<file path="src/hdl/tcpq_pkg.sv">
// tcpq_pkg: shared widths, command and status codes, reset values
// for the two-class priority queue; no dependencies
package tcpq_pkg;

    // payload widths fixed by the interface
    localparam int DATA_W   = 32;
    localparam int CMD_W    = 2;
    localparam int STATUS_W = 2;
    localparam int OCC_W    = 5;

    // default queue depth
    localparam int CAPACITY_DEF = 16;

    // threshold after reset
    localparam logic signed [DATA_W-1:0] THRESHOLD_RESET = 32'sd59;

    // command codes
    typedef enum logic [CMD_W-1:0] {
        CMD_PLAIN = 2'd0,
        CMD_PRIO  = 2'd1,
        CMD_POP   = 2'd2,
        CMD_NOP   = 2'd3
    } t_cmd;

    // result status codes
    typedef enum logic [STATUS_W-1:0] {
        ST_DONE  = 2'd0,
        ST_FULL  = 2'd1,
        ST_EMPTY = 2'd2
    } t_status;

endpackage

</file>
<file path="src/hdl/tcpq_ram.sv">
// tcpq_ram: generic simple dual-port ram, one write and one read port,
// registered read data; no dependencies
module tcpq_ram #(
    parameter int WIDTH = 32,
    parameter int DEPTH = 16
) (
    input  logic                     i_clk,
    input  logic                     i_wr_en,
    input  logic [$clog2(DEPTH)-1:0] i_wr_addr,
    input  logic [WIDTH-1:0]         i_wr_data,
    input  logic [$clog2(DEPTH)-1:0] i_rd_addr,
    output logic [WIDTH-1:0]         o_rd_data
);

    logic [WIDTH-1:0] r_mem [DEPTH];
    logic [WIDTH-1:0] r_rd_data;

    // write port and registered read port
    always_ff @(posedge i_clk) begin
        if (i_wr_en) begin
            r_mem[i_wr_addr] <= i_wr_data;
        end
        r_rd_data <= r_mem[i_rd_addr];
    end

    assign o_rd_data = r_rd_data;

endmodule

</file>
<file path="src/hdl/tcpq_ctrl.sv">
// tcpq_ctrl: command sequencer of the priority queue; keeps head and count
// of a circular store in tcpq_ram and shifts the leading priority run
// uses tcpq_pkg
module tcpq_ctrl #(
    parameter int CAPACITY = tcpq_pkg::CAPACITY_DEF
) (
    input  logic                                    i_clk,
    input  logic                                    i_rst_n,
    input  logic                                    start,
    output logic                                    busy,
    input  logic [tcpq_pkg::CMD_W-1:0]              i_cmd,
    input  logic signed [tcpq_pkg::DATA_W-1:0]      i_value,
    input  logic signed [tcpq_pkg::DATA_W-1:0]      i_threshold,
    output logic                                    o_wr_en,
    output logic [$clog2(CAPACITY)-1:0]             o_wr_addr,
    output logic [tcpq_pkg::DATA_W-1:0]             o_wr_data,
    output logic [$clog2(CAPACITY)-1:0]             o_rd_addr,
    input  logic signed [tcpq_pkg::DATA_W-1:0]      i_rd_data,
    output logic                                    o_strobe,
    output logic [tcpq_pkg::STATUS_W-1:0]           o_status,
    output logic signed [tcpq_pkg::DATA_W-1:0]      o_removed_value,
    output logic [tcpq_pkg::OCC_W-1:0]              o_occupancy
);

    import tcpq_pkg::*;

    localparam int AW = $clog2(CAPACITY);
    localparam int CW = $clog2(CAPACITY + 1);

    typedef enum logic [2:0] {
        S_IDLE,
        S_EXEC,
        S_POP,
        S_SCAN,
        S_FILL
    } t_state;

    t_state                    r_state, n_state;
    logic [AW-1:0]             r_head, n_head;
    logic [AW-1:0]             r_hm1, n_hm1;
    logic [CW-1:0]             r_count, n_count;
    logic [CW-1:0]             r_idx, n_idx;
    t_cmd                      r_cmd, n_cmd;
    logic signed [DATA_W-1:0]  r_value, n_value;
    logic                      r_strobe, n_strobe;
    t_status                   r_status, n_status;
    logic signed [DATA_W-1:0]  r_removed, n_removed;
    logic                      full, empty;

    // circular slot of a queue position, base plus offset wrapped once
    function automatic logic [AW-1:0] slot(input logic [AW-1:0] base,
                                          input logic [CW-1:0] off);
        logic [CW:0] sum;
        sum = (CW+1)'(base) + (CW+1)'(off);
        if (sum >= (CW+1)'(CAPACITY)) begin
            sum = sum - (CW+1)'(CAPACITY);
        end
        return AW'(sum);
    endfunction

    assign full  = (r_count == CW'(CAPACITY));
    assign empty = (r_count == '0);

    // next state, memory access and result
    always_comb begin
        n_state   = r_state;
        n_head    = r_head;
        n_hm1     = r_hm1;
        n_count   = r_count;
        n_idx     = r_idx;
        n_cmd     = r_cmd;
        n_value   = r_value;
        n_strobe  = 1'b0;
        n_status  = r_status;
        n_removed = r_removed;
        o_wr_en   = 1'b0;
        o_wr_addr = slot(r_hm1, r_idx);
        o_wr_data = r_value;
        o_rd_addr = slot(r_head, r_idx);

        unique case (r_state)
            S_IDLE: begin
                if (start) begin
                    n_cmd   = t_cmd'(i_cmd);
                    n_value = i_value;
                    n_idx   = '0;
                    n_hm1   = (r_head == '0) ? AW'(CAPACITY - 1) : r_head - 1'b1;
                    n_state = S_EXEC;
                end
            end
            S_EXEC: begin
                n_strobe  = 1'b1;
                n_status  = ST_DONE;
                n_removed = '0;
                n_state   = S_IDLE;
                unique case (r_cmd)
                    CMD_PLAIN, CMD_PRIO: begin
                        if (full) begin
                            n_status = ST_FULL;
                        end else if (r_cmd == CMD_PRIO && r_value > i_threshold) begin
                            if (empty) begin
                                // empty queue: new head goes just before the old head
                                o_wr_en = 1'b1;
                                n_head  = r_hm1;
                                n_count = r_count + 1'b1;
                            end else begin
                                // read of the head slot is on its way
                                n_strobe = 1'b0;
                                n_state  = S_SCAN;
                            end
                        end else begin
                            // append at the tail
                            o_wr_en   = 1'b1;
                            o_wr_addr = slot(r_head, r_count);
                            n_count   = r_count + 1'b1;
                        end
                    end
                    CMD_POP: begin
                        if (empty) begin
                            n_status = ST_EMPTY;
                        end else begin
                            n_strobe = 1'b0;
                            n_state  = S_POP;
                        end
                    end
                    CMD_NOP: begin
                        n_status = ST_DONE;
                    end
                endcase
            end
            S_POP: begin
                n_strobe  = 1'b1;
                n_status  = ST_DONE;
                n_removed = i_rd_data;
                n_head    = slot(r_head, CW'(1));
                n_count   = r_count - 1'b1;
                n_state   = S_IDLE;
            end
            S_SCAN: begin
                o_wr_en   = 1'b1;
                o_rd_addr = slot(r_head, r_idx + 1'b1);
                if (i_rd_data > i_threshold) begin
                    // move the priority entry one slot toward the head
                    o_wr_data = i_rd_data;
                    n_idx     = r_idx + 1'b1;
                    if (r_idx + 1'b1 == r_count) begin
                        n_state = S_FILL;
                    end
                end else begin
                    // end of the priority run: new item takes the freed slot
                    n_head    = r_hm1;
                    n_count   = r_count + 1'b1;
                    n_strobe  = 1'b1;
                    n_status  = ST_DONE;
                    n_removed = '0;
                    n_state   = S_IDLE;
                end
            end
            S_FILL: begin
                // whole queue was priority: new item goes last
                o_wr_en   = 1'b1;
                n_head    = r_hm1;
                n_count   = r_count + 1'b1;
                n_strobe  = 1'b1;
                n_status  = ST_DONE;
                n_removed = '0;
                n_state   = S_IDLE;
            end
            default: begin
                n_state = S_IDLE;
            end
        endcase
    end

    // state and registered outputs
    always_ff @(posedge i_clk) begin
        if (!i_rst_n) begin
            r_state  <= S_IDLE;
            r_head   <= '0;
            r_count  <= '0;
            r_strobe <= 1'b0;
        end else begin
            r_state   <= n_state;
            r_head    <= n_head;
            r_count   <= n_count;
            r_strobe  <= n_strobe;
            r_hm1     <= n_hm1;
            r_idx     <= n_idx;
            r_cmd     <= n_cmd;
            r_value   <= n_value;
            r_status  <= n_status;
            r_removed <= n_removed;
        end
    end

    assign busy            = (r_state != S_IDLE);
    assign o_strobe        = r_strobe;
    assign o_status        = r_status;
    assign o_removed_value = r_removed;
    assign o_occupancy     = OCC_W'(r_count);

`ifndef SYNTH
    // count never passes the capacity
    a_count_bound: assert property (@(posedge i_clk) disable iff (!i_rst_n)
        r_count <= CW'(CAPACITY))
        else $error("entry count above capacity");

    // a result lasts one cycle only
    a_strobe_pulse: assert property (@(posedge i_clk) disable iff (!i_rst_n)
        r_strobe |=> !r_strobe)
        else $error("result strobe held");

    // an accepted item makes the block busy
    a_accept_busy: assert property (@(posedge i_clk) disable iff (!i_rst_n)
        (start && !busy) |=> busy)
        else $error("accepted item did not start work");

    // run shift never reads the slot it writes
    a_scan_no_overlap: assert property (@(posedge i_clk) disable iff (!i_rst_n)
        (r_state == S_SCAN && n_state == S_SCAN) |-> (o_wr_addr != o_rd_addr))
        else $error("scan write collides with next read");

    // full status only with a full queue
    a_full_status: assert property (@(posedge i_clk) disable iff (!i_rst_n)
        (r_strobe && r_status == ST_FULL) |-> full)
        else $error("full status with room left");
`endif

endmodule

</file>
<file path="src/hdl/two_class_priority_queue_top.sv">
// two_class_priority_queue_top: top level, threshold register and wiring of
// the sequencer to the entry memory; uses tcpq_pkg, tcpq_ctrl, tcpq_ram
//
// Ordered queue of signed 32-bit words held in one synchronous ram as a
// circular store. A command is taken when start is high and busy is low; its
// result shows on the o_ ports for one cycle with o_strobe high and must be
// captured then, since the block cannot be held off. Plain insert, an insert
// at or below the threshold, an insert into a full queue, a remove from an
// empty queue and the spare command code each finish in the execute state;
// a remove also passes the pop state, where the head word read from ram
// is taken. A priority insert above the threshold into a non-empty queue
// moves the leading run above the threshold one slot toward the head, one
// ram read and one ram write per cycle; the new item then fills the freed
// slot. A result shows in the first cycle with busy low again, so the next
// command can be taken at the same edge that takes the result. The threshold
// write port is always ready and is meant to be used while the queue is idle.
// Entry memory needs no clearing after reset.
module two_class_priority_queue_top #(
    parameter int CAPACITY = tcpq_pkg::CAPACITY_DEF
) (
    input  logic                                i_clk,
    input  logic                                i_rst_n,
    input  logic                                start,
    output logic                                busy,
    input  logic [tcpq_pkg::CMD_W-1:0]          i_cmd,
    input  logic signed [tcpq_pkg::DATA_W-1:0]  i_value,
    output logic                                o_strobe,
    output logic [tcpq_pkg::STATUS_W-1:0]       o_status,
    output logic signed [tcpq_pkg::DATA_W-1:0]  o_removed_value,
    output logic [tcpq_pkg::OCC_W-1:0]          o_occupancy,
    input  logic                                i_cfg_valid,
    output logic                                o_cfg_ready,
    input  logic signed [tcpq_pkg::DATA_W-1:0]  i_cfg_data
);

    import tcpq_pkg::*;

    localparam int AW = $clog2(CAPACITY);

    logic signed [DATA_W-1:0] r_threshold;
    logic                     wr_en;
    logic [AW-1:0]            wr_addr;
    logic [DATA_W-1:0]        wr_data;
    logic [AW-1:0]            rd_addr;
    logic [DATA_W-1:0]        rd_data;

    // threshold register
    assign o_cfg_ready = 1'b1;

    always_ff @(posedge i_clk) begin
        if (!i_rst_n) begin
            r_threshold <= THRESHOLD_RESET;
        end else if (i_cfg_valid && o_cfg_ready) begin
            r_threshold <= i_cfg_data;
        end
    end

    // command sequencer
    tcpq_ctrl #(
        .CAPACITY (CAPACITY)
    ) u_ctrl (
        .i_clk           (i_clk),
        .i_rst_n         (i_rst_n),
        .start           (start),
        .busy            (busy),
        .i_cmd           (i_cmd),
        .i_value         (i_value),
        .i_threshold     (r_threshold),
        .o_wr_en         (wr_en),
        .o_wr_addr       (wr_addr),
        .o_wr_data       (wr_data),
        .o_rd_addr       (rd_addr),
        .i_rd_data       (signed'(rd_data)),
        .o_strobe        (o_strobe),
        .o_status        (o_status),
        .o_removed_value (o_removed_value),
        .o_occupancy     (o_occupancy)
    );

    // entry memory
    tcpq_ram #(
        .WIDTH (DATA_W),
        .DEPTH (CAPACITY)
    ) u_ram (
        .i_clk     (i_clk),
        .i_wr_en   (wr_en),
        .i_wr_addr (wr_addr),
        .i_wr_data (wr_data),
        .i_rd_addr (rd_addr),
        .o_rd_data (rd_data)
    );

endmodule

</file>
<file path="config.mk">
export PLATFORM = sky130hd
export DESIGN_NAME = two_class_priority_queue_top
export DESIGN_NICKNAME = d
export VERILOG_FILES = /design/src/hdl/tcpq_pkg.sv /design/src/hdl/tcpq_ram.sv /design/src/hdl/tcpq_ctrl.sv /design/src/hdl/two_class_priority_queue_top.sv
export SDC_FILE = /design/constraint.sdc
export NUM_CORES = 1
export LEC_CHECK = 0
export BUFFER_PORTS_ARGS = -buffer_cell sky130_fd_sc_hd__buf_2
export CORE_MARGIN = 1
export CORE_UTILIZATION = 45
export DETAILED_ROUTE_END_ITERATION = 8
export PLACE_DENSITY = 0.73
export SYNTH_ARGS = -nofsm -noshare
export SYNTH_HDL_FRONTEND = slang
export SYNTH_SLANG_ARGS = --single-unit
</file>
<file path="constraint.sdc">
create_clock -name i_clk -period 6.47 [get_ports i_clk]
set_clock_uncertainty 0.05 [all_clocks]
set_input_delay 0.647 -clock i_clk [delete_from_list [all_inputs] [get_ports i_clk]]
set_output_delay 0.647 -clock i_clk [all_outputs]
set_load 0.05 [all_outputs]
</file>
[Word-level counts from Yosys, hierarchy flattened]
Memories as Yosys holds them, arrays and structs flattened. A register that Yosys moved wholly into a read port is not among the register bits.
Index checks and enable logic that the tools add are counted.
Operators by class
  add/sub/neg operators: 14
  magnitude comparators: 7
  equal/unequal tests: 18
  multiplexer cells: 54
  reduce and logical (&&, ||, !) cells: 21
Operator list (count)
  32-bit two-way mux: 3
  32-bit one-hot mux with 3 select lines: 1
  32-bit greater-than comparator: 2
  4-bit two-way mux: 15
  5-bit two-way mux: 7
  4-bit by 5-bit adder with 6-bit output: 4
  6-bit by 5-bit greater-or-equal comparator with 1-bit output, second input constant: 4
  4-bit by 1-bit subtractor with 4-bit output, second input constant: 6
  5-bit one-hot mux with 4 select lines: 1
  4-bit one-hot mux with 4 select lines: 1
  3-bit two-way mux: 5
  2-bit one-hot mux with 3 select lines: 2
  5-bit by 1-bit adder with 5-bit output, second input constant: 2
  5-bit one-hot mux with 2 select lines: 1
  1-bit two-way mux: 9
  3-bit one-hot mux with 3 select lines: 1
  3-bit AND reduction: 3
  3-bit nonzero test: 3
  2-bit two-way mux: 4
  2-bit inequality test, second input constant: 4
  2-bit OR reduction: 4
  3-bit by 2-bit == test with 1-bit output, second input constant: 2
  2-bit by 1-bit inequality test with 1-bit output, second input constant: 3
  3-bit one-hot mux with 2 select lines: 1
  other kinds (24): 26
Storage, ports and cells
  register bits: 122
  memory bits (writable): 512
  bits of input ports: 70
  logic and storage cells: 126
  memories kept: 1
Memory list
  u_ram.r_mem: words 16, bits a word 32, read ports 1, clocked after memory_dff 1, wr ports 1, line tcpq_ram.sv:15  | logic [WIDTH-1:0] r_mem [DEPTH];

[Logic depth before layout (Yosys ltp)]
  depth after elaboration: 8
  mapped depth: 12
  depth with buffers taken out: 11

[Hierarchy]
From an unflattened synthesis, not the netlist that was laid out.
Second synthesis, totals
  cell total of the unflattened synthesis: 1488
  area, all modules: 27109.8 µm²
Modules (own cells, without submodules)
  tcpq_ram: times used 1, cells an instance 838, area each 19836.5 µm², seq. area each 16015.4 µm²
  tcpq_ctrl: times used 1, cells an instance 545, area each 6030.8 µm², seq. area each 2572.5 µm²
  two_class_priority_queue_top: times used 1, cells an instance 105, area each 1242.4 µm², seq. area each 640.6 µm²

[Least setup slack after synthesis]
Ideal clock, no wire load.
  path kind: register to register
  from: register u_ctrl.r_value[30]
  to: memory u_ram.r_mem[10][0] (enable)
  arrival time: 5.146 ns
  setup slack: 0.812 ns
  stages on the path, launching flop included: 11
  path buffers: 0
  clock period less this slack: 5.658 ns
  cell sequence: edfxtp_1 > ha_1 > nand4_1 > or3_4 > or3_1 > or3_1 > a31o_1 > a21o_4 > nand2_4 > mux2_4 > nor3_1
On the way
  word-level cells in the longest chain between the ends: 8
  elaborated cells between the ends (all ways): 12
Ends and longest elaborated chain
  start, declared: line tcpq_ctrl.sv:44  | logic signed [DATA_W-1:0] r_value, n_value;
  start signal, assigned: line tcpq_ctrl.sv:190  | r_value <= n_value;
  32-bit greater-than comparator *: line tcpq_ctrl.sv:100  | end else if (r_cmd == CMD_PRIO && r_value > i_threshold) begin
  1-bit logical AND *: line tcpq_ctrl.sv:100
  1-bit two-way mux: line tcpq_ctrl.sv:100
  1-bit two-way mux: line tcpq_ctrl.sv:98  | if (full) begin
  1-bit two-way mux: line tcpq_ctrl.sv:96  | unique case (r_cmd)
  1-bit one-hot mux with 2 select lines: line tcpq_ctrl.sv:81  | unique case (r_state)
  1-bit two-way mux: line tcpq_ram.sv:20  | if (i_wr_en) begin
  1-bit two-way mux (implied by the code): line tcpq_ram.sv:21  | r_mem[i_wr_addr] <= i_wr_data;
  end, declared: line tcpq_ram.sv:15
Mark *: on every way between the ends. The rest lies on a longest branch, timed or not.

[Final worst setup path]
  from: register u_ctrl.r_value[31]
  to: memory u_ram.r_mem[2][14] (enable)
Same word-level chain as after synthesis.

==> flow_metrics.tcl <==
set metrics [dict create \
    cpMostUsedCell "or3_1" \
    multiInputGateArea_mm2 0.007566 \
    worstPathCellList "ha_1, nand4_1, or3_4, or3_1, or3_1, a31o_1, a21o_4, nand2_4, mux2_4, nor3_2, buf_4" \
    synth_ff_type "edfxtp_1" \
    area_growth_pct 15.18 \
    setup_viol 0 \
    max_clock_freq_mhz 211.8 \
    status "finished, violations left" \
    die_width_um 247.2 \
    cp_slowest_stage_delay_ps 530 \
    p_leak_uw 0.01065 \
    cts_buffers 70 \
    worst-r2r-setup-slack_ps 1750 \
    die_area_mm2 0.06112 \
    drt_pre_antenna_iters 7 \
    post_cts_resize_count 0 \
    yosysMostFrequentCell "edfxtp_1" \
    gp_congestion 0.8340 \
    violations "DRC" \
    dp.cells 2290 \
    holdBufCountCts 0 \
    p_per_area_mw_per_mm2 320.6 \
    nets 1743 \
    antenna_found_initial 2 \
    drt_wl_total_um 63700 \
    synth_area_mm2 0.02706 \
    yosys_warnings 0 \
    fin_setup_tns_ps 0 \
    finalHoldViolations 0 \
    grt_overflow_total 0 \
    h-tree-depth 3 \
    ioPinCount 112 \
    hold_end "u_ctrl.r_value[21]" \
    insertion_delay_ps 610 \
    num_vias 14290 \
    crit_required_ps 6640 \
    fin_crit_ps 4722 \
    syn_inst 1422 \
    grt_usage_pct 21.21 \
    synthArstFlopShare_pct 0 \
    maxCapViolCount 0 \
    synth_top_area_share_pct 65.37 \
    start_util_pct 45.67 \
    cts_tree "done" \
    ys_ff_latch 666 \
    crit_path_max_fanout 32 \
    drc 8 \
    cp-end-kind "flip-flop" \
    diodes 0 \
    synthDistinctLibCells 62 \
    clock-root-buffer "clkbuf_16" \
    hp-class "primary input to flip-flop" \
    p_total_uw 9993 \
    fin_crit_sh_pct 72.98 \
    clock_path_buffers 3 \
    first_iter_violations 1467 \
    slowest_stage "buf_4" \
    core-area_mm2 0.05924 \
    synth_top_area_cell "edfxtp_1" \
    cp-start-kind "flip-flop" \
    instances_no_fill 2416 \
    synth.yosys.seq_area_share_pct 71.06 \
    vdd_drop_max_v 0.0001945 \
    path_class "flip-flop to flip-flop" \
    netlist_top_cells_area "edfxtp_1, mux4_2, dfxtp_1" \
    holdPathStages 1 \
    reg2reg_depth 11 \
    grt_pass1_vias 14510 \
    fill_cells 4548 \
    avgSynthCellArea_um2 19.03 \
    tightest_slew_ps 891.6 \
    post_drt_wl_per_cell_um 26.37 \
    layout-drive-gt1-share_pct 30.01 \
    cp.arrival_ps 4890 \
    r2r_end "u_ram.r_mem[2][14]" \
    hold_start "i_value[21]" \
    seq_area_mm2 0.01923 \
    grt_max_degree 77 \
    path_clk_slew_ps 60 \
    die-height_um 247.2 \
    dp_hpwl_um 39480 \
    synth_edf_count 589 \
    synth_common_cells "edfxtp_1, mux4_2, ha_1, dfxtp_1, inv_1" \
    clock-sinks 666 \
    port-buffer-count 110 \
    ant_nets 0 \
    rsz0062_at_grt "no" \
    grt_pass1_wl_um 93440 \
    r2r-start "u_ctrl.r_value[31]" \
    slew_violations 0 \
    cts_setup_buffers 0 \
    slew_headroom_pct 40.42 \
    syn-num-nets 1576 \
    via_per_inst 5.916 \
    num_rows 89 \
]
==> critical path: cells and delay by family, from the launching register on <==
family,cells,cell delay (ps)
AND/OR/NAND/NOR,6,1960
buffers and inverters,1,530
adder cells (fa/ha/maj),1,360
multiplexers,1,380
flip-flops,1,450
AO/OA/AOI/OAI,2,580
==> metal layers <==
metal	vias up	track usage, %	share of wire (%)
li1	6101	-	-
met1	7468	28.62	41
met2	606	33.49	48
met3	115	5.817	8.8
met4	2	6.640	2.6
met5	-	0	0.017
==> per-stage QoR <==
stage / instance area, µm² / setup WS [ps] / hold WS (ps) / utilization (%)
4_1_cts: 31160 / 1793 / 122.1 / 52.61
5_1_grt: 31160 / 1604 / 123.7 / 52.61
2_1_floorplan: 27060 / 812.4 / 410.4 / -
3_3_place_gp: 28850 / 1875 / 424.9 / 48.70
3_5_place_dp: 28850 / 1822 / 432.6 / 48.70
6_report: 31160 / 1748 / 154.3 / 52.61
==> power by group <==
group	switching (µW)	internal [µW]	leakage (µW)
registers	91.7	4810	0.00596
logic	625	462	0.00356
clock network	1650	2350	0.00114
total	2370	7630	0.0107
==> area by class of cell <==
| cell class | instances | share of cell area [%] |
|---|---|---|
| clock buffer | 88 | 6.135 |
| clock inverter | 38 | 1.289 |
| inverter | 49 | 0.5902 |
| multi-input combinational | 648 | 24.28 |
| sequential | 666 | 61.70 |
| tap | 773 | 3.103 |
| timing repair buffer | 154 | 2.907 |
==> placed cells by master, fill, tap and decap left out, drive strengths merged, types with 4 or more instances in the layout <==
cell type and instances:
nand3 16, and3 36, mux4 160, bufinv 6, a21oi 47, dfxtp 77, buf 154, nor2 47
nand2 32, a211oi 7, o211ai 8, xnor2 18, fa 4, inv 51, clkbuf 88, nand2b 7
o31ai 4, nor4 6, clkinv 29, o21ai 17, mux2 33, xor2 6, nor2b 4, nor3 21
edfxtp 589, mux2i 32, ha 80, a21o 11, nand4 15, or3 4
==> flip-flops by register name (all words and copies together) (netlist names), 3 cells and up <==
signal / count
u_ctrl.o_occupancy: 5
u_ctrl.r_hm1: 4
u_ctrl.r_head: 4
u_ctrl.o_removed_value: 32
u_ram.o_rd_data: 32
u_ctrl.r_idx: 5
u_ctrl.r_value: 32
u_ram.r_mem: 512
u_ctrl.r_state: 3
r_threshold: 32
==> worst max-delay path by stage <==
stage | startpoint | endpoint | slack [ps]
finish | u_ctrl.r_value[31] | u_ram.r_mem[2][14] | 1750
global route | r_threshold[31] | u_ram.r_mem[10][10] | 1600
CTS | u_ctrl.r_value[31] | u_ram.r_mem[11][10] | 1790
detailed placement | u_ctrl.r_value[31] | u_ram.r_mem[2][14] | 1820
global placement | u_ctrl.r_value[31] | u_ram.r_mem[3][12] | 1880
floorplan | u_ctrl.r_value[30] | u_ram.r_mem[10][0] | 810
==> cell families after synthesis <==
logic type	count (synthesis)	synth area share (%)
xor gates and xnor gates	24	0.7768
DFF	666	71.06
muxes	225	15.93
adders and majority gates	84	3.995
and+or+nand+nor	202	3.893
AOI/OAI and AO/OA	112	2.788
buffers and inverters	108	1.540
other	1	0.01386
Note: power is estimated with default switching activity, not from simulation.
